==> src/dwc_pkg.sv <==
`default_nettype none
package dwc_pkg;

   // Register map, index is paddr[4:2]
   localparam int CSR_ADDR_W = 5;
   localparam logic [2:0] REG_SEGMENT_SIZE      = 3'd0;
   localparam logic [2:0] REG_BASE_AND_HOP      = 3'd1;
   localparam logic [2:0] REG_FLOW_SCALE_ALPHA  = 3'd2;
   localparam logic [2:0] REG_FLOW_SCALE_BETA   = 3'd3;
   localparam logic [2:0] REG_FLOW_SCALE_RANGE  = 3'd4;
   localparam logic [2:0] REG_ADDITIVE_STEP     = 3'd5;
   localparam logic [2:0] REG_DECREASE_GAIN     = 3'd6;
   localparam logic [2:0] REG_MAX_DECREASE      = 3'd7;

   // Reset values of the registers
   localparam logic [15:0] RST_SEGMENT_SIZE     = 16'd4096;
   localparam logic [31:0] RST_BASE_AND_HOP     = 32'd25000;
   localparam logic [31:0] RST_FLOW_SCALE_ALPHA = 32'd100000;
   localparam logic [31:0] RST_FLOW_SCALE_BETA  = 32'd0;
   localparam logic [31:0] RST_FLOW_SCALE_RANGE = 32'd100000;
   localparam logic [15:0] RST_ADDITIVE_STEP    = 16'd256;
   localparam logic [15:0] RST_DECREASE_GAIN    = 16'd52429;
   localparam logic [15:0] RST_MAX_DECREASE     = 16'd32768;

   localparam logic [7:0]  TIMEOUT_RESET_LIMIT  = 8'd5;

   // Shared divide / root unit sizes
   localparam int NUM_W  = 80;
   localparam int DEN_W  = 41;
   localparam int REM_W  = 42;
   localparam int STEP_W = 7;

   typedef struct packed {
      logic [15:0] segment_size;
      logic [31:0] base_and_hop_delay;
      logic [31:0] flow_scale_alpha;
      logic [31:0] flow_scale_beta;
      logic [31:0] flow_scale_range;
      logic [15:0] additive_step;
      logic [15:0] decrease_gain;
      logic [15:0] max_decrease;
   } dwc_cfg_type;

   typedef struct packed {
      logic              start;
      logic              sqrt_mode;
      logic [STEP_W-1:0] steps;
      logic [NUM_W-1:0]  num;
      logic [DEN_W-1:0]  den;
   } dwc_iter_cmd_type;

endpackage
`default_nettype wire

==> src/dwc_csr.sv <==
`default_nettype none
module dwc_csr import dwc_pkg::*; (
   input  wire logic                  clock,
   input  wire logic                  reset,
   input  wire logic                  csr_psel,
   input  wire logic                  csr_penable,
   input  wire logic                  csr_pwrite,
   input  wire logic [CSR_ADDR_W-1:0] csr_paddr,
   input  wire logic [31:0]           csr_pwdata,
   output logic      [31:0]           csr_prdata,
   output logic                       csr_pready,
   output dwc_cfg_type                cfg
);

   dwc_cfg_type cfg_ff;
   logic        wr_en;
   logic [2:0]  idx;

   assign idx        = csr_paddr[CSR_ADDR_W-1:2];
   assign wr_en      = csr_psel && csr_penable && csr_pwrite;
   assign csr_pready = 1'b1;
   assign cfg        = cfg_ff;

   // Write on the access phase
   always_ff @(posedge clock) begin
      if (reset) begin
         cfg_ff.segment_size       <= RST_SEGMENT_SIZE;
         cfg_ff.base_and_hop_delay <= RST_BASE_AND_HOP;
         cfg_ff.flow_scale_alpha   <= RST_FLOW_SCALE_ALPHA;
         cfg_ff.flow_scale_beta    <= RST_FLOW_SCALE_BETA;
         cfg_ff.flow_scale_range   <= RST_FLOW_SCALE_RANGE;
         cfg_ff.additive_step      <= RST_ADDITIVE_STEP;
         cfg_ff.decrease_gain      <= RST_DECREASE_GAIN;
         cfg_ff.max_decrease       <= RST_MAX_DECREASE;
      end else if (wr_en) begin
         case (idx)
            REG_SEGMENT_SIZE:     cfg_ff.segment_size       <= csr_pwdata[15:0];
            REG_BASE_AND_HOP:     cfg_ff.base_and_hop_delay <= csr_pwdata;
            REG_FLOW_SCALE_ALPHA: cfg_ff.flow_scale_alpha   <= csr_pwdata;
            REG_FLOW_SCALE_BETA:  cfg_ff.flow_scale_beta    <= csr_pwdata;
            REG_FLOW_SCALE_RANGE: cfg_ff.flow_scale_range   <= csr_pwdata;
            REG_ADDITIVE_STEP:    cfg_ff.additive_step      <= csr_pwdata[15:0];
            REG_DECREASE_GAIN:    cfg_ff.decrease_gain      <= csr_pwdata[15:0];
            REG_MAX_DECREASE:     cfg_ff.max_decrease       <= csr_pwdata[15:0];
            default: ;
         endcase
      end
   end

   // Read back
   always_comb begin
      case (idx)
         REG_SEGMENT_SIZE:     csr_prdata = {16'd0, cfg_ff.segment_size};
         REG_BASE_AND_HOP:     csr_prdata = cfg_ff.base_and_hop_delay;
         REG_FLOW_SCALE_ALPHA: csr_prdata = cfg_ff.flow_scale_alpha;
         REG_FLOW_SCALE_BETA:  csr_prdata = cfg_ff.flow_scale_beta;
         REG_FLOW_SCALE_RANGE: csr_prdata = cfg_ff.flow_scale_range;
         REG_ADDITIVE_STEP:    csr_prdata = {16'd0, cfg_ff.additive_step};
         REG_DECREASE_GAIN:    csr_prdata = {16'd0, cfg_ff.decrease_gain};
         REG_MAX_DECREASE:     csr_prdata = {16'd0, cfg_ff.max_decrease};
         default:              csr_prdata = 32'd0;
      endcase
   end

endmodule
`default_nettype wire

==> config.mk <==
export PLATFORM = sky130hd
export DESIGN_NAME = dwc_csr
export DESIGN_NICKNAME = d
export VERILOG_FILES = /design/src/dwc_pkg.sv /design/src/dwc_csr.sv
export SDC_FILE = /design/constraint.sdc
export NUM_CORES = 1
export LEC_CHECK = 0
export BUFFER_PORTS_ARGS = -buffer_cell sky130_fd_sc_hd__clkbuf_2
export CORE_AREA = 10 10 148 150
export CTS_CLUSTER_DIAMETER = 200
export DETAILED_ROUTE_END_ITERATION = 8
export DIE_AREA = 0 0 158 160
export PLACE_DENSITY_LB_ADDON = 0.3
export SLEW_MARGIN = 20
export SYNTH_ARGS = -nofsm -noshare
export SYNTH_HDL_FRONTEND = slang
export SYNTH_SLANG_ARGS = --single-unit
==> constraint.sdc <==
create_clock -name clock -period 1.6 [get_ports clock]
set_input_delay 0.32 -clock clock [delete_from_list [all_inputs] [get_ports clock]]
set_output_delay 0.32 -clock clock [all_outputs]
set_load 0.1 [all_outputs]
==> flow_metrics.tcl, run 1 <==
set metrics [dict create \
    synth_async_sr_flop_share_pct 0 \
    antennaDiodeCount 0 \
    hold_ws_ps 143 \
    power.share.clock_pct 40.1 \
    postSynth.topFlopCell "dfxtp_1" \
    crit_path_start_kind "flip-flop" \
    clk_transition_reported_paths_ps 70 \
    timing.final.ws_setup_ps -598 \
    run_status "finished, violations left" \
    violations_in_the_final_reports "setup timing" \
    ant_nets 0 \
    hold_class "in -> reg" \
    achievable-frequency_ghz 0.455 \
    maxCapViolations 0 \
    synthesized_netlist_cell_count 1088 \
    comb_power_share_pct 16.2 \
    vias 9144 \
    worstPathMaxFanout 2 \
    power.internal_w 0.00786 \
    post-route-drc-count 0 \
    critPathRequiredTime_ps 1280 \
    power.static_leakage_nw 5.38 \
    synth.most_common_cell "nand2_1" \
    grt_first_pass_wirelength_microns 52700 \
    layout.nets 1426 \
    port_buffers 263 \
    timing.critical_path.to_type "output pin" \
    final_slew_violations 0 \
    worst_ir_drop_vdd_uv 822 \
    hpwlAfterDp_microns 24800 \
    post_route_cells_drive_above_1_share_pct 50.3 \
    max-slew-margin-rel_pct 62.2 \
    netlist_top_cells_area "dfxtp_1, nand2_1, a21oi_1, mux2_2, buf_2" \
    syn2layout_area_growth_pct 56.3 \
    count_of_endpoints_failing_hold_in_the_final_timing_report 0 \
    clock_tree_from_tritoncts "yes" \
    placement_rows 51 \
    drtPass1Iterations 5 \
    globalRoute.totalOverflow 0 \
    synth_edf_count 0 \
    fin_util_pct 69.1 \
    height_of_the_die_microns 160 \
    drt_first_iter_violations 780 \
    finalWeightedCongestion 0.927 \
    antenna_found_initial 0 \
    mappedNetlistNets 1130 \
    largest_reg_flops 192 \
    power_w 0.0110 \
    ctsRootBufferMaster "clkbuf_16" \
    seqPwrFrac_pct 43.7 \
    num_io_pins 267 \
    grt_setup_unrepaired "yes" \
    numClockSinks 192 \
    timing.final.crit_share_pct 137 \
    synth.distinct_cells 35 \
    detailedPlace.worstSlack_ps -649 \
    core_area_sq_mm 0.0191 \
    cts_max_path_buffers 2 \
    cell_type_contributing_the_most_total_cell_area_after_synthesis "dfxtp_1" \
    timing.final.crit_period_ps 2200 \
    via_per_inst 5.60 \
    drt-wirelength-per-cell_microns 21.3 \
    synth_top_cell_area_share_pct 45.6 \
    critPathKind "reg -> out" \
    setup-violations-final 33 \
    total_switching_power_w 0.00314 \
    critical_path_arrival_ps 1880 \
    post_synth_instance_area_sq_mm 0.00843 \
    worstSkewPairLatency_ps 430 \
    vias_in_the_first_global_route 9171 \
    power_per_standard_cell_area_mw_per_mm2 836 \
    yosysSeqAreaShare_pct 45.6 \
    tightest_slew_ps 569 \
    synth_seq_cells 192 \
    groute.usage.overall_pct 26.6 \
    numCtsBuffers 17 \
    ys.warnings.count 0 \
    largest_net_degree_at_the_start_of_global_routing 88 \
    avgSynthCellArea_sq_um 7.75 \
    wl_microns 34700 \
    most_instantiated_cells_after_synthesis "nand2_1, dfxtp_1, a21oi_1" \
    h-tree-depth 4 \
    die_width_microns 158 \
    power_switching_share_pct 28.6 \
    clk_skew_ps 0 \
    start_util_pct 44.2 \
    fp.dieArea_sq_mm 0.0253 \
]
==> layer usage <==
layer / vias up / GRT usage [%] / share of wire (%) / routed length, microns
met3: 92 / 6.31 / 8.4 / 2930
li1: 4227 / - / - / -
met4: 0 / 12.0 / 4.0 / 1400
met1: 4377 / 30.9 / 38 / 13300
met5: - / 0 / 0 / 0
met2: 448 / 45.3 / 49 / 17100
==> worst max-delay path, cell delays in order (launching register included) <==
cell and delay [ps]:
dfxtp_2 330, mux2_2 260, a22o_1 200, a221oi_2 260
buf_4 190, nor2_4 50, buf_12 160
==> final timing paths <==
check                           slack [ps]  cells after the start      startpoint            end
worst max-delay path                  -600                      6         cfg[39]  csr_prdata[7]
worst min-delay path                   140                      3  csr_pwdata[23]       cfg[103]
worst max register to register         750                      3        cfg[122]       cfg[122]
worst min register to register         460                      2         cfg[61]        cfg[61]
==> cell families (layout without fill, tap and decap cells) <==
logic type	after synthesis	after routing	synth area share [%]
flops	192	192	45.6
compound gates	247	247	17.4
buf+inv	120	428	6.96
simple gates	477	477	23.5
other cells	1	1	0.0445
mux	51	51	6.49
==> cell usage in the layout (no fill, tap or decap), types with 16 or more instances in the layout <==
cell type  synthesis  layout
buf_2             54      38
clkbuf_4           0      28
buf_4              6     135
nand2_1          394     394
mux2_2            29      18
nor2_1            37      19
dfxtp_4            0      30
dfxtp_1          192      33
nand3b_1          26      26
a22oi_2            0      17
clkbuf_2           1     111
mux2i_1           22      17
buf_12             0      59
clkbuf_16          0      19
dfxtp_2            0     129
o21ai_4            0      16
a21oi_1          163     163
a221oi_2           0      19
==> what timing repair did <==
item | 4_1_cts | 5_1_grt
cloned | 4 | 0
hold buffers | 0 | 0
setup buffers | 6 | 3
endpoints found under the setup margin | 55 | 74
gates resized for setup | 91 | 45
pin swaps | 42 | 15
endpoints found under the hold margin | 0 | 0
==> power groups by stage <==
| stage | Clock, W | Sequential, W | Combinational (W) |
|---|---|---|---|
| finish | 0.00441 | 0.00481 | 0.00179 |
| global route | 0.00465 | 0.00481 | 0.00184 |
| CTS | 0.00445 | 0.00481 | 0.00177 |
| detailed placement | 0 | 0.00492 | 0.00164 |
| global placement | 0 | 0.00492 | 0.00163 |
| floorplan | 0 | 0.00520 | 0.000838 |
==> final cells by class <==
class,instances,area [sq um]
sequential,192,4120
multi-input combinational,776,4770
timing repair buffer,381,3330
fill,1517,5900
inverter,16,60.1
clock buffer,21,483
clock inverter,10,124
tap,238,298
==> metrics by stage <==
| step | cells | TNS, ps | instance area (sq um) |
|---|---|---|---|
| after global placement | 1592 | -43700 | 12000 |
| after global routing | 1634 | -13400 | 13200 |
| after CTS | 1633 | -11830 | 13100 |
| after floorplan | 1088 | -9950 | 9330 |
| final | 1634 | -12210 | 13200 |
| after detailed placement | 1592 | -48210 | 12000 |
Power figures use the tool's default switching activity.
==> run 2: changes to the inputs <==
--- a/config.mk
+++ b/config.mk
@@ -6,10 +6,12 @@
 export NUM_CORES = 1
 export LEC_CHECK = 0
 export BUFFER_PORTS_ARGS = -buffer_cell sky130_fd_sc_hd__clkbuf_2
-export CORE_AREA = 10 10 148 150
+export CELL_PAD_IN_SITES_DETAIL_PLACEMENT = 2
+export CELL_PAD_IN_SITES_GLOBAL_PLACEMENT = 2
+export CORE_AREA = 10 10 195 197
 export CTS_CLUSTER_DIAMETER = 200
 export DETAILED_ROUTE_END_ITERATION = 8
-export DIE_AREA = 0 0 158 160
+export DIE_AREA = 0 0 205 207
 export PLACE_DENSITY_LB_ADDON = 0.3
 export SLEW_MARGIN = 20
 export SYNTH_ARGS = -nofsm -noshare
==> run 2 against run 1 <==
Against the previous run:
- the run still ends with setup timing left
- total power increased by 2.5%
- count of clock-buffer cells in the layout increased by 2
- register-to-register slack got worse by 20 ps
- combinational power increased by 8%
- sequential share of layout area decreased by 2.6 points
- clock skew unchanged
- clock power increased by 3%
- maximum frequency decreased by 0.28%
- non-clock buffer count increased by 37
- global-route usage decreased by 6.3 points
- critical path type unchanged
- critical endpoint is now csr_prdata[15]
- largest power group unchanged
==> flow_metrics.tcl, run 2 (same netlist as run 1, synthesis figures left out) <==
set metrics [dict create \
    run_status "finished, violations left" \
    violations_in_the_final_reports "setup timing" \
    clock_tree_from_tritoncts "yes" \
    core_area_sq_mm 0.0341 \
    finalWeightedCongestion 0.788 \
    tightest_slew_ps 558 \
    clk_transition_reported_paths_ps 80 \
    multi_input_comb_area_sq_mm 0.00505 \
    power_switching_share_pct 29.9 \
    vias 9267 \
    via_per_inst 4.90 \
    ctsRootBufferMaster "clkbuf_16" \
    timing.final.crit_period_ps 2200 \
    numCtsBuffers 17 \
    drtPass1Iterations 5 \
    fillerInstances 3695 \
    port_buffers 263 \
    h-tree-depth 4 \
    wl_microns 46300 \
    worst_r2r_startpoint "cfg[122]" \
    worstPathMaxFanout 2 \
    power.share.clock_pct 40.2 \
    crit_path_start_kind "flip-flop" \
    final-seq-area_sq_mm 0.00412 \
    grt.met2_usage_pct 35.6 \
    count_of_endpoints_failing_hold_in_the_final_timing_report 0 \
    globalRoute.totalOverflow 0 \
    globalRouteMet1Util_pct 25.7 \
    cp_top_family "compound AO/OA/AOI/OAI gates" \
    detailedPlace.worstSlack_ps -931 \
    numClockSinks 192 \
    cp_slowest_stage_delay_ps 330 \
    power.static_leakage_nw 5.72 \
    worst_ir_drop_vdd_uv 711 \
    height_of_the_die_microns 207 \
    critPathKind "reg -> out" \
    critical_path.slowest_cell "dfxtp_2" \
    final_slew_violations 0 \
    cells_along_the_critical_path "mux2_4, a22o_4, a221oi_4, buf_4, nor2_4, buf_12" \
    max-slew-margin-rel_pct 62.9 \
    layout.nets 1463 \
    r2r_cells 3 \
    final_common_cell "nand2_1" \
    largest_net_degree_at_the_start_of_global_routing 47 \
    met3_usage_pct 4.15 \
    post_route_cells_drive_above_1_share_pct 55.8 \
    seqPwrFrac_pct 42.6 \
    critical_path_arrival_ps 1880 \
    setup-violations-final 46 \
    grt_setup_unrepaired "yes" \
    timing.final.ws_setup_ps -604 \
    post-place-cells 1818 \
    total_switching_power_w 0.00338 \
    mostFrequentLayoutCells "nand2_1, buf_4, a21oi_1" \
    power_per_standard_cell_area_mw_per_mm2 786 \
    clk_skew_ps 0 \
    achievable-frequency_ghz 0.454 \
    placement_rows 68 \
    drt_first_iter_violations 395 \
    groute.usage.overall_pct 20.4 \
    grt_first_pass_wirelength_microns 66400 \
    timing.critical_path.to_type "output pin" \
    timing.critical_path.buf_inv 2 \
    num_io_pins 267 \
    drt-wirelength-per-cell_microns 24.5 \
    largest_reg_flops 192 \
    hpwlAfterDp_microns 32300 \
    grt_most_used_layer "met2" \
    hold_class "in -> reg" \
    cts_max_path_buffers 2 \
    antenna_found_initial 0 \
    syn2layout_area_growth_pct 70.4 \
    end_point_of_the_worst_hold_path "cfg[141]" \
    die_width_microns 205 \
    timing.final.crit_share_pct 138 \
    power.internal_w 0.00790 \
    vias_in_the_first_global_route 9929 \
    hold_path_depth 3 \
    maxCapViolations 0 \
    critPathRequiredTime_ps 1280 \
    start_util_pct 24.7 \
    comb_power_share_pct 17.1 \
    ant_nets 0 \
    worstSkewPairLatency_ps 440 \
    holdCritStartpoint "csr_pwdata[29]" \
    post-route-drc-count 0 \
    stdcell_count 1890 \
    fp.dieArea_sq_mm 0.0424 \
    reg2reg_setup_slack_ps 730 \
    reg2reg_capture_point "cfg[122]" \
]
[run 2: changes by cell type in the layout (fill, tap and decap cells not counted), moves of 7 or more]
| cell | previous run | this run |
|---|---|---|
| clkbuf_16 | 19 | 26 |
| clkbuf_2 | 111 | 43 |
| buf_4 | 135 | 176 |
| a21oi_2 | 0 | 22 |
| clkbuf_4 | 28 | 74 |
| nand2_2 | 0 | 29 |
| nand2_1 | 394 | 365 |
| a21oi_1 | 163 | 141 |
| buf_6 | 3 | 15 |
[run 2: metrics by stage]
step	total power, W	utilization, %	area (sq um)	hold slack, ps	TNS, ps
after global routing	0.0117	42.1	14400	132	-15670
after detailed placement	0.00663	36.3	12400	457	-118430
after CTS	0.0112	39.4	13400	116	-17320
final	0.0113	42.1	14400	140	-12850
after floorplan	0.00603	-	9330	441	-9950
after global placement	0.00661	36.3	12400	447	-104290
[run 2: layout make-up]
| cell class | count | share of cell area [%] |
|---|---|---|
| Multi-Input combinational cell | 776 | 35.2 |
| Sequential cell | 192 | 28.7 |
| Timing Repair Buffer | 418 | 27.5 |
| Tap cell | 455 | 3.96 |
| Clock buffer | 23 | 3.62 |
| Clock inverter | 9 | 0.627 |
| Inverter | 16 | 0.418 |
| Antenna cell | 1 | 0.0174 |
[run 2: timing repair]
action,4_1_cts,5_1_grt
cloned,2,8
hold buffers,0,0
resized for setup,111,158
setup endpoints to repair,238,238
buffers inserted,4,26
pin swaps,8,30
[run 2: layer usage]
layer	wire, microns	part of all wire (%)	up-vias
li1	-	-	4291
met1	20300	44	4771
met4	425	0.92	0
met5	0	0	-
met2	23400	51	179
met3	2060	4.4	26
[run 2: how the worst max path moves through the flow]
stage	start	endpoint	cells after the start
2_1_floorplan	csr_paddr[3]	csr_prdata[12]	7
3_3_place_gp	csr_paddr[3]	csr_prdata[11]	6
3_5_place_dp	csr_paddr[3]	csr_prdata[11]	6
4_1_cts	cfg[47]	csr_prdata[15]	6
5_1_grt	cfg[47]	csr_prdata[15]	6
6_report	cfg[47]	csr_prdata[15]	6
[run 2: power by group through the flow]
stage	sequential (W)	combinational [W]	clock [W]
after floorplan	0.00520	0.000838	0
after global placement	0.00492	0.00169	0
after detailed placement	0.00492	0.00171	0
after CTS	0.00481	0.00177	0.00465
after global routing	0.00481	0.00201	0.00488
final	0.00481	0.00193	0.00454
[run 2: worst register-to-register path: stages, from the launching register on]
cell and delay, ps:
dfxtp_2 320, inv_1 120, nor2_1 60, a211o_1 250
