## config.mk

```make
export PLATFORM = sky130hd
export DESIGN_NAME = dwc_iter
export DESIGN_NICKNAME = d
export VERILOG_FILES = /design/src/dwc_pkg.sv /design/src/dwc_iter.sv
export SDC_FILE = /design/constraint.sdc
export NUM_CORES = 1
export LEC_CHECK = 0
export BUFFER_PORTS_ARGS = -buffer_cell sky130_fd_sc_hd__buf_2
export CORE_MARGIN = 2
export CORE_UTILIZATION = 45
export CTS_CLUSTER_DIAMETER = 200
export DETAILED_ROUTE_END_ITERATION = 8
export PLACE_DENSITY = 0.68
export SKIP_LAST_GASP = 1
export SLEW_MARGIN = 30
export SYNTH_ARGS = -nofsm -noshare
export SYNTH_HDL_FRONTEND = slang
export SYNTH_SLANG_ARGS = --single-unit
```

## constraint.sdc

```tcl
create_clock -name clock -period 6.5 [get_ports clock]
set_input_delay 0.65 -clock clock [delete_from_list [all_inputs] [get_ports clock]]
set_output_delay 0.65 -clock clock [all_outputs]
set_load 0.02 [all_outputs]
```

## src/dwc_pkg.sv

```systemverilog
`default_nettype none
package dwc_pkg;

   // Register map, index is paddr[4:2]
   localparam int CSR_ADDR_W = 5;
   localparam logic [2:0] REG_SEGMENT_SIZE      = 3'd0;
   localparam logic [2:0] REG_BASE_AND_HOP      = 3'd1;
   localparam logic [2:0] REG_FLOW_SCALE_ALPHA  = 3'd2;
   localparam logic [2:0] REG_FLOW_SCALE_BETA   = 3'd3;
   localparam logic [2:0] REG_FLOW_SCALE_RANGE  = 3'd4;
   localparam logic [2:0] REG_ADDITIVE_STEP     = 3'd5;
   localparam logic [2:0] REG_DECREASE_GAIN     = 3'd6;
   localparam logic [2:0] REG_MAX_DECREASE      = 3'd7;

   // Reset values of the registers
   localparam logic [15:0] RST_SEGMENT_SIZE     = 16'd4096;
   localparam logic [31:0] RST_BASE_AND_HOP     = 32'd25000;
   localparam logic [31:0] RST_FLOW_SCALE_ALPHA = 32'd100000;
   localparam logic [31:0] RST_FLOW_SCALE_BETA  = 32'd0;
   localparam logic [31:0] RST_FLOW_SCALE_RANGE = 32'd100000;
   localparam logic [15:0] RST_ADDITIVE_STEP    = 16'd256;
   localparam logic [15:0] RST_DECREASE_GAIN    = 16'd52429;
   localparam logic [15:0] RST_MAX_DECREASE     = 16'd32768;

   localparam logic [7:0]  TIMEOUT_RESET_LIMIT  = 8'd5;

   // Shared divide / root unit sizes
   localparam int NUM_W  = 80;
   localparam int DEN_W  = 41;
   localparam int REM_W  = 42;
   localparam int STEP_W = 7;

   typedef struct packed {
      logic [15:0] segment_size;
      logic [31:0] base_and_hop_delay;
      logic [31:0] flow_scale_alpha;
      logic [31:0] flow_scale_beta;
      logic [31:0] flow_scale_range;
      logic [15:0] additive_step;
      logic [15:0] decrease_gain;
      logic [15:0] max_decrease;
   } dwc_cfg_type;

   typedef struct packed {
      logic              start;
      logic              sqrt_mode;
      logic [STEP_W-1:0] steps;
      logic [NUM_W-1:0]  num;
      logic [DEN_W-1:0]  den;
   } dwc_iter_cmd_type;

endpackage
`default_nettype wire

```

## src/dwc_iter.sv

```systemverilog
`default_nettype none
// Restoring divide and digit-by-digit square root on one compare/subtract.
// The numerator is left aligned; one quotient bit or root digit per cycle.
module dwc_iter import dwc_pkg::*; (
   input  wire logic             clock,
   input  wire logic             reset,
   input  wire dwc_iter_cmd_type cmd,
   output logic                  done,
   output logic [NUM_W-1:0]      quotient
);

   logic              busy_ff;
   logic              done_ff;
   logic [STEP_W-1:0] cnt_ff;
   logic              sqrt_ff;
   logic [NUM_W-1:0]  num_ff,  num_in;
   logic [REM_W-1:0]  rem_ff,  rem_in;
   logic [NUM_W-1:0]  quo_ff,  quo_in;
   logic [DEN_W-1:0]  den_ff;
   logic [REM_W-1:0]  rem_sh;
   logic [REM_W-1:0]  trial;
   logic              take;

   // One step: shift in, trial subtract, keep or restore
   always_comb begin
      if (sqrt_ff) begin
         rem_sh = {rem_ff[REM_W-3:0], num_ff[NUM_W-1 -: 2]};
         trial  = {quo_ff[REM_W-3:0], 2'b01};
         num_in = {num_ff[NUM_W-3:0], 2'b00};
      end else begin
         rem_sh = {rem_ff[REM_W-2:0], num_ff[NUM_W-1]};
         trial  = {1'b0, den_ff};
         num_in = {num_ff[NUM_W-2:0], 1'b0};
      end
      take   = rem_sh >= trial;
      rem_in = take ? rem_sh - trial : rem_sh;
      quo_in = {quo_ff[NUM_W-2:0], take};
   end

   // Sequence the steps
   always_ff @(posedge clock) begin
      if (reset) begin
         busy_ff <= 1'b0;
         done_ff <= 1'b0;
         cnt_ff  <= '0;
      end else begin
         done_ff <= busy_ff && (cnt_ff == STEP_W'(1));
         if (cmd.start) begin
            busy_ff <= 1'b1;
            cnt_ff  <= cmd.steps;
         end else if (busy_ff) begin
            cnt_ff <= cnt_ff - STEP_W'(1);
            if (cnt_ff == STEP_W'(1)) begin
               busy_ff <= 1'b0;
            end
         end
      end
   end

   // Datapath
   always_ff @(posedge clock) begin
      if (cmd.start) begin
         num_ff  <= cmd.num;
         den_ff  <= cmd.den;
         sqrt_ff <= cmd.sqrt_mode;
         rem_ff  <= '0;
         quo_ff  <= '0;
      end else if (busy_ff) begin
         num_ff <= num_in;
         rem_ff <= rem_in;
         quo_ff <= quo_in;
      end
   end

   assign done     = done_ff;
   assign quotient = quo_ff;

endmodule
`default_nettype wire

```

==> results.cfg, run 1 <==
[status]
status = complete, no violations

[cts]
post_cts_buffers = 0
number_of_buffers_between_clock_root_and_the_deepest_sink = 3
cts.sinks = 252
tritoncts = done
clkTransAtPathRegs_ps = 60
insertion_delay_of_the_later_clocked_pin_in_the_worst_skew_pair_ps = 560
cts_buffers = 29
cts_hold_repair.buffers = 0
cts_resized = 0
clock-root-buffer = sky130_fd_sc_hd__clkbuf_16
cts.htree.levels = 1

[pwr]
clockPowerShare_pct = 33.0
cell_internal_pwr_w = 0.003353
worst_ir_drop_vdd_v = 0.0002294
pwr-share-seq_pct = 38.2
power-per-cell-area_nw_per_um2 = 308.5
power.switching_w = 0.001606
power.share.combinational_pct = 28.9
switching_part_of_the_total_power_pct = 32.39
leakage_nw = 6.950

[global_routing]
grt_pass1_wl_mm = 50.47
grt_max_degree = 194
global_routing_met2_resource_utilization_pct = 30.51
met1_track_utilization_from_global_routing_pct = 27.62
globalRouteMet3Util_pct = 2.417
globalRoute.totalOverflow = 0
initial_antenna_violation_count = 0
grt_pass1_vias = 9997
gr-usage-all-layers_pct = 19.10
busiest_layer = met2

[sta]
clock.fmax_mhz = 244.6
finalCriticalPeriod_ps = 4089
report.final.hold_viol_count = 0
timing.max_slew.rel_slack_pct = 38.35
worst_pin_slew_ps = 924.7
final.setup.worst_slack_ps = 2411
finalCritPeriodShare_pct = 62.91
worst_clock_skew_ps = 14.35
max_slew_violation_total_from_the_final_report = 0
rsz_0062_raised_after_global_routing = false
setup_violations = 0
tns_ps = 0

[setup_path]
worst-r2r-setup-slack_ps = 2410
worst_setup_path_endpoint = rem_ff[40]
worst_path_most_repeated_cell = sky130_fd_sc_hd__nand2_1
cpLargestDelayFamily = simple AND/OR/NAND/NOR gates
timing.critical_path.buf_inv = 1
worst-setup-path-type = flop to flop
worst_path_max_delay_cell = sky130_fd_sc_hd__a221oi_2
r2r_start = sqrt_ff
path_max_fanout = 105
critical_path_at_ps = 4500
number_of_cells_on_the_critical_path = 11
critical_path.endpoint_type = flop
ff2ff_path_depth = 11
critPathMaxStageDelay_ps = 510
cp_cell_sequence = buf_12 > mux2_2 > ha_1 > nand2_1 > nor2_1 > a31o_1 > a21o_1 > a221oi_2 > nand2_4 > nand2_1 > o32ai_1
timing.critical_path.from = sqrt_ff
critPathLaunchType = flop
crit-reg2reg-capture = rem_ff[40]
worst-endpoint-required_ps = 6910

[cells_and_area]
post_route_core_utilization_pct = 52.96
filler_cell_count = 2785
multi_input_area_um2 = 7114
layout_cells_sized_above_1_pct = 22.48
area.sequential_um2 = 6270
finish.net_count = 1711
final_cells = 1954
layout-area-overhead-vs-synth_pct = 16.59

[logic_synthesis]
postSynth.asyncResetShare_pct = 0
ys_types = 79
synth_edf_count = 122
synth_seq_area_share_pct = 45.46
post_synth.cell_area_avg_um2 = 10.08
syn-cell-area_um2 = 13780
synth.largest_area_cell = sky130_fd_sc_hd__edfxtp_1
synth_top_area_share_pct = 26.58
synth_top_flop_cell = sky130_fd_sc_hd__dfxtp_1
yosys_warnings = 0
ys_top_cells_by_area = sky130_fd_sc_hd__edfxtp_1 (27%), sky130_fd_sc_hd__dfxtp_1 (19%), sky130_fd_sc_hd__mux2i_1 (14%)
synthesis.instances = 1367
mappedNetlistNets = 1544
synth.ff_latch_count = 252

[route]
drtIter0Drc = 886
drc = 0
post_drt_wl_per_cell_um = 16.34
route.vias.total = 10630
drt_first_pass_iters = 5
post_drt_via_cell_ratio = 5.438
drt_wl_total_mm = 31.93
ant_nets = 0

[placed_design]
detailed_placer_s_ending_hpwl_mm = 21.51
buffer_ports.inserted = 212
placedCellCount = 1899
preCtsSetupSlack_ps = 2442
final_weighted_congestion_in_routability_driven_placement = 0.8962

[hold_path]
timing.hold.worst.class = input port to flop
hold_path_startpoint = cmd[8]

[floorplan]
floorplan.rows = 64
floorplan.initialDensity_pct = 45.42
core_um2 = 30350
ios = 213
die_width_um = 179.0
die_h_um = 179.0
dieArea_um2 = 32050

[job]
maxCapViolations = 0
## power groups by stage
| stage | clock network, W | logic [W] | registers, W |
|---|---|---|---|
| final | 0.00163 | 0.00143 | 0.00189 |
| after CTS | 0.00168 | 0.00143 | 0.00189 |
| after global routing | 0.00174 | 0.00159 | 0.00191 |
| after detailed placement | 0 | 0.00142 | 0.00192 |
| after floorplan | 0 | 0.00114 | 0.00190 |
| after global placement | 0 | 0.00141 | 0.00192 |
## synth_stat cells (7+ instances only)
master,n
sky130_fd_sc_hd__buf_1,16
sky130_fd_sc_hd__nand2_1,161
sky130_fd_sc_hd__a211oi_1,7
sky130_fd_sc_hd__dfxtp_1,130
sky130_fd_sc_hd__o21bai_1,9
sky130_fd_sc_hd__o21a_1,8
sky130_fd_sc_hd__nor3_1,9
sky130_fd_sc_hd__a21o_1,20
sky130_fd_sc_hd__buf_2,12
sky130_fd_sc_hd__edfxtp_1,122
sky130_fd_sc_hd__a21oi_1,64
sky130_fd_sc_hd__xor2_1,13
sky130_fd_sc_hd__xnor2_1,17
sky130_fd_sc_hd__or3_1,9
sky130_fd_sc_hd__ha_1,44
sky130_fd_sc_hd__a311oi_2,12
sky130_fd_sc_hd__a311oi_1,10
sky130_fd_sc_hd__clkbuf_1,51
sky130_fd_sc_hd__inv_1,19
sky130_fd_sc_hd__a31oi_1,10
sky130_fd_sc_hd__mux2_2,41
sky130_fd_sc_hd__nand3_1,18
sky130_fd_sc_hd__nand4_1,11
sky130_fd_sc_hd__o21ai_0,106
sky130_fd_sc_hd__and3_1,12
sky130_fd_sc_hd__mux2i_1,198
sky130_fd_sc_hd__nor2_1,144
## state kept, by name, indices dropped and copies added (netlist names)
register and count:
den_ff 41, num_ff 80, rem_ff 41, cnt_ff 7, quotient 80, sqrt_ff 1
busy_ff 1, done 1
## how the worst min path moves through the flow
stage	end	slack (ps)	depth (start not counted)
after floorplan	rem_ff[1]	450	2
after global placement	rem_ff[15]	460	2
after detailed placement	rem_ff[1]	470	2
after CTS	den_ff[6]	230	1
after global routing	den_ff[8]	240	1
final	den_ff[8]	260	1
## layer usage
layer / share of wire (%) / wire [µm]
met2: 45 / 14350
met5: 0 / 0
met1: 48 / 15340
met4: 1.8 / 586
met3: 5.2 / 1647
## stage by stage
step	total power (W)	hold WS [ps]	cell area, µm²
2_1_floorplan	0.003034	448.2	13780
3_3_place_gp	0.003330	464.3	15080
3_5_place_dp	0.003341	474.8	15090
4_1_cts	0.004998	233.5	16070
5_1_grt	0.005231	241.2	16070
6_report	0.004959	258.8	16070
## cells in the final DEF, fill, tap and decap left out, types with 4 or more instances in the layout
cell / n
sky130_fd_sc_hd__a211oi_1: 7
sky130_fd_sc_hd__a211oi_2: 5
sky130_fd_sc_hd__a21o_1: 20
sky130_fd_sc_hd__a21oi_1: 64
sky130_fd_sc_hd__a2bb2oi_1: 5
sky130_fd_sc_hd__a311oi_1: 10
sky130_fd_sc_hd__a311oi_2: 12
sky130_fd_sc_hd__a31oi_1: 10
sky130_fd_sc_hd__and2_1: 5
sky130_fd_sc_hd__and3_1: 12
sky130_fd_sc_hd__buf_2: 211
sky130_fd_sc_hd__buf_4: 4
sky130_fd_sc_hd__clkbuf_16: 31
sky130_fd_sc_hd__clkinv_1: 4
sky130_fd_sc_hd__clkinv_2: 7
sky130_fd_sc_hd__dfxtp_1: 129
sky130_fd_sc_hd__edfxtp_1: 122
sky130_fd_sc_hd__ha_1: 44
sky130_fd_sc_hd__inv_1: 19
sky130_fd_sc_hd__mux2_2: 41
sky130_fd_sc_hd__mux2i_1: 198
sky130_fd_sc_hd__nand2_1: 160
sky130_fd_sc_hd__nand3_1: 18
sky130_fd_sc_hd__nand4_1: 11
sky130_fd_sc_hd__nor2_1: 144
sky130_fd_sc_hd__nor3_1: 9
sky130_fd_sc_hd__nor4_1: 4
sky130_fd_sc_hd__o211ai_1: 5
sky130_fd_sc_hd__o21a_1: 8
sky130_fd_sc_hd__o21ai_0: 106
sky130_fd_sc_hd__o21ai_1: 5
sky130_fd_sc_hd__o21bai_1: 9
sky130_fd_sc_hd__or3_1: 9
sky130_fd_sc_hd__xnor2_1: 17
sky130_fd_sc_hd__xor2_1: 13
## final cells by class
| class | count | area share [%] |
|---|---|---|
| multi-input cells | 1014 | 44.27 |
| clock inverters | 19 | 1.035 |
| diodes | 1 | 0.01557 |
| flip-flops and latches | 252 | 39.01 |
| well taps | 396 | 3.083 |
| inverters | 19 | 0.4438 |
| repair buffers | 218 | 7.100 |
| clock buffers | 35 | 5.045 |
## worst register-to-register path, cell delays in order, from the launching register on
cell	delay, ps
sky130_fd_sc_hd__edfxtp_1	370
sky130_fd_sc_hd__buf_12	500
sky130_fd_sc_hd__mux2_2	460
sky130_fd_sc_hd__ha_1	430
sky130_fd_sc_hd__nand2_1	220
sky130_fd_sc_hd__nor2_1	130
sky130_fd_sc_hd__a31o_1	260
sky130_fd_sc_hd__a21o_1	180
sky130_fd_sc_hd__a221oi_2	510
sky130_fd_sc_hd__nand2_4	390
sky130_fd_sc_hd__nand2_1	350
sky130_fd_sc_hd__o32ai_1	140
## logic make-up (layout without fill, tap and decap cells)
logic type / count (synthesis) / in the layout / synth area share (%)
xor+xnor: 30 / 30 / 1.906
mux: 239 / 239 / 17.73
other cells: 0 / 1 / 0
compound gates: 302 / 302 / 15.05
simple gates: 398 / 398 / 12.67
buf+inv: 101 / 291 / 3.050
fa+ha+maj: 45 / 45 / 4.139
flops: 252 / 252 / 45.46
(Power assumes the default switching activity.)
==> inputs of run 2 (changes only) <==
--- a/config.mk
+++ b/config.mk
@@ -10,7 +10,7 @@
 export CORE_UTILIZATION = 45
 export CTS_CLUSTER_DIAMETER = 200
 export DETAILED_ROUTE_END_ITERATION = 8
-export PLACE_DENSITY = 0.68
+export PLACE_DENSITY = 0.7
 export SKIP_LAST_GASP = 1
 export SLEW_MARGIN = 30
 export SYNTH_ARGS = -nofsm -noshare
==> constraint.sdc (replaced) <==
create_clock -name clock -period 3.65 [get_ports clock]
set_input_delay 0.365 -clock clock [delete_from_list [all_inputs] [get_ports clock]]
set_output_delay 0.365 -clock clock [all_outputs]
set_load 0.02 [all_outputs]
==> run 2 against run 1 <==
Against the previous run:
- register-to-register slack got worse by 2300 ps
- total power rose by 85%
- non-clock buffer count up 86
- critical path type unchanged
- highest routed layer unchanged
==> results.cfg, run 2 (synthesis results as in run 1) <==
[cells_and_area]
multi_input_area_um2 = 7213
num_antenna_cells = 0
area.sequential_um2 = 6270
layout-area-overhead-vs-synth_pct = 23.47
filler_cell_count = 2675
most_common_cell_after_layout_fill_and_taps_aside = sky130_fd_sc_hd__buf_2
post-route-cell-area_um2 = 17020
commonest_non_fill_non_tap_cells_in_the_layout = sky130_fd_sc_hd__buf_2 (211), sky130_fd_sc_hd__mux2i_1 (196), sky130_fd_sc_hd__nand2_1 (160)
layout_cells_sized_above_1_pct = 25.38
post_route_core_utilization_pct = 56.08
finish.net_count = 1795

[route]
drtIter0Drc = 825
drc = 0
post_drt_via_cell_ratio = 5.450
drt_wl_total_mm = 33.28
drt_first_pass_iters = 5
post_drt_wl_per_cell_um = 16.35
route.vias.total = 11090
ant_nets = 0

[placed_design]
postPlaceCellArea_um2 = 15400
preCtsSetupSlack_ps = 2.846
detailed_placer_s_ending_hpwl_mm = 22.45
buffer_ports.inserted = 212
final_weighted_congestion_in_routability_driven_placement = 0.9002

[hold_path]
min_delay_path_depth = 3
hold_path_startpoint = cmd[126]
timing.hold.worst.class = input port to flop
holdPathEnd = cnt_ff[5]

[floorplan]
dieArea_um2 = 32050
ios = 213
floorplan.rows = 64
core_um2 = 30350
die_h_um = 179.0
die_width_um = 179.0
floorplan.initialDensity_pct = 45.42

[setup_path]
r2r_start = sqrt_ff
critical_path.endpoint_type = flop
timing.critical_path.from = sqrt_ff
critical_path_at_ps = 4000
worst-endpoint-required_ps = 4110
path_max_fanout = 19
critPathLaunchType = flop
ff2ff_path_depth = 14
crit-reg2reg-capture = rem_ff[23]
worst-setup-path-type = flop to flop
worst-r2r-setup-slack_ps = 110

[cts]
number_of_buffers_between_clock_root_and_the_deepest_sink = 3
cts_buffers = 27
insertion_delay_of_the_later_clocked_pin_in_the_worst_skew_pair_ps = 550
clkTransAtPathRegs_ps = 60
cts.htree.levels = 1
clock-root-buffer = sky130_fd_sc_hd__clkbuf_16
tritoncts = done
cts.sinks = 252

[sta]
finalCritPeriodShare_pct = 96.93
worst_clock_skew_ps = 6.392
setup_violations = 0
max_slew_violation_total_from_the_final_report = 0
finalCriticalPeriod_ps = 3538
timing.max_slew.rel_slack_pct = 40.34
clock.fmax_mhz = 282.7
final.setup.worst_slack_ps = 112.1
report.final.hold_viol_count = 0
worst_pin_slew_ps = 894.9
rsz_0062_raised_after_global_routing = true

[global_routing]
grt_pass1_vias = 10400
initial_antenna_violation_count = 0
globalRoute.totalOverflow = 0
grt_max_degree = 167
grt_pass1_wl_mm = 51.78
gr-usage-all-layers_pct = 19.73

[pwr]
p_total_w = 0.009168
leakage_nw = 7.360
worst_ir_drop_vdd_v = 0.0003893
power-per-cell-area_nw_per_um2 = 538.7

[status]
status = complete, no violations

[job]
maxCapViolations = 0
-- run 2: changes by cell type in the layout (fill, tap and decap cells not counted), moves of 3 or more --
cell / before / now
sky130_fd_sc_hd__dlygate4sd3_1: 0 / 42
sky130_fd_sc_hd__o21ai_0: 106 / 102
sky130_fd_sc_hd__clkbuf_16: 31 / 27
sky130_fd_sc_hd__a21oi_1: 64 / 60
sky130_fd_sc_hd__o21ai_1: 5 / 8
sky130_fd_sc_hd__clkinv_1: 4 / 0
sky130_fd_sc_hd__ha_1: 44 / 39
sky130_fd_sc_hd__buf_6: 0 / 3
sky130_fd_sc_hd__buf_12: 2 / 7
sky130_fd_sc_hd__a21oi_2: 2 / 6
sky130_fd_sc_hd__buf_4: 4 / 37
sky130_fd_sc_hd__ha_2: 0 / 4
-- run 2: worst max-delay path by stage --
stage	endpoint	slack (ps)	depth (start not counted)
after floorplan	rem_ff[12]	8	15
after global placement	rem_ff[1]	110	12
after detailed placement	rem_ff[12]	3	13
after CTS	rem_ff[23]	9	14
after global routing	rem_ff[12]	-20	14
final	rem_ff[23]	110	14
-- run 2: per-stage QoR --
step	instances	hold WS [ps]	setup TNS (ps)
after floorplan	1367	448.2	0
after detailed placement	1933	473.4	0
after global routing	2035	39.82	-35.70
after global placement	1933	463.8	0
final	2035	37.72	0
after CTS	2027	16.76	0
-- run 2: metal layers --
metal	up-vias	GRT usage, %	routed length (µm)
met4	0	5.420	752
met5	-	0	0
met2	333	32.45	15180
met3	57	2.439	1836
li1	5491	-	-
met1	5209	27.39	15510
-- run 2: cell type report --
cell class / instances / share of cell area [%]
Sequential cell: 252 / 36.84
Multi-Input combinational cell: 1014 / 42.38
Tap cell: 396 / 2.911
Clock buffer: 32 / 4.315
Timing Repair Buffer: 304 / 11.86
Clock inverter: 18 / 1.279
Inverter: 19 / 0.4190
-- run 2: critical path, stage by stage, from the launching register on --
cell                        delay [ps]
sky130_fd_sc_hd__edfxtp_1          390
sky130_fd_sc_hd__buf_6             160
sky130_fd_sc_hd__bufbuf_16         290
sky130_fd_sc_hd__buf_12            150
sky130_fd_sc_hd__mux2i_1           140
sky130_fd_sc_hd__ha_1              380
sky130_fd_sc_hd__nand4_1           170
sky130_fd_sc_hd__nor3_2            230
sky130_fd_sc_hd__o211a_4           210
sky130_fd_sc_hd__o2111ai_4         180
sky130_fd_sc_hd__a21boi_4          260
sky130_fd_sc_hd__nor2_8             70
sky130_fd_sc_hd__buf_6             170
sky130_fd_sc_hd__or3_1             360
sky130_fd_sc_hd__a311oi_1          270
-- run 2: report_power, final --
group	switching, W	internal, W
combinational	0.00165	0.00125
sequential	0.000134	0.00323
clock	0.00117	0.00173
-- run 2: timing repair --
item	CTS	global route
pin swaps	1	12
hold endpoints to repair	42	0
buffers inserted	1	7
hold buffers	42	0
gates cloned	1	0
endpoints found under the setup margin	5	42
resized for setup	2	28
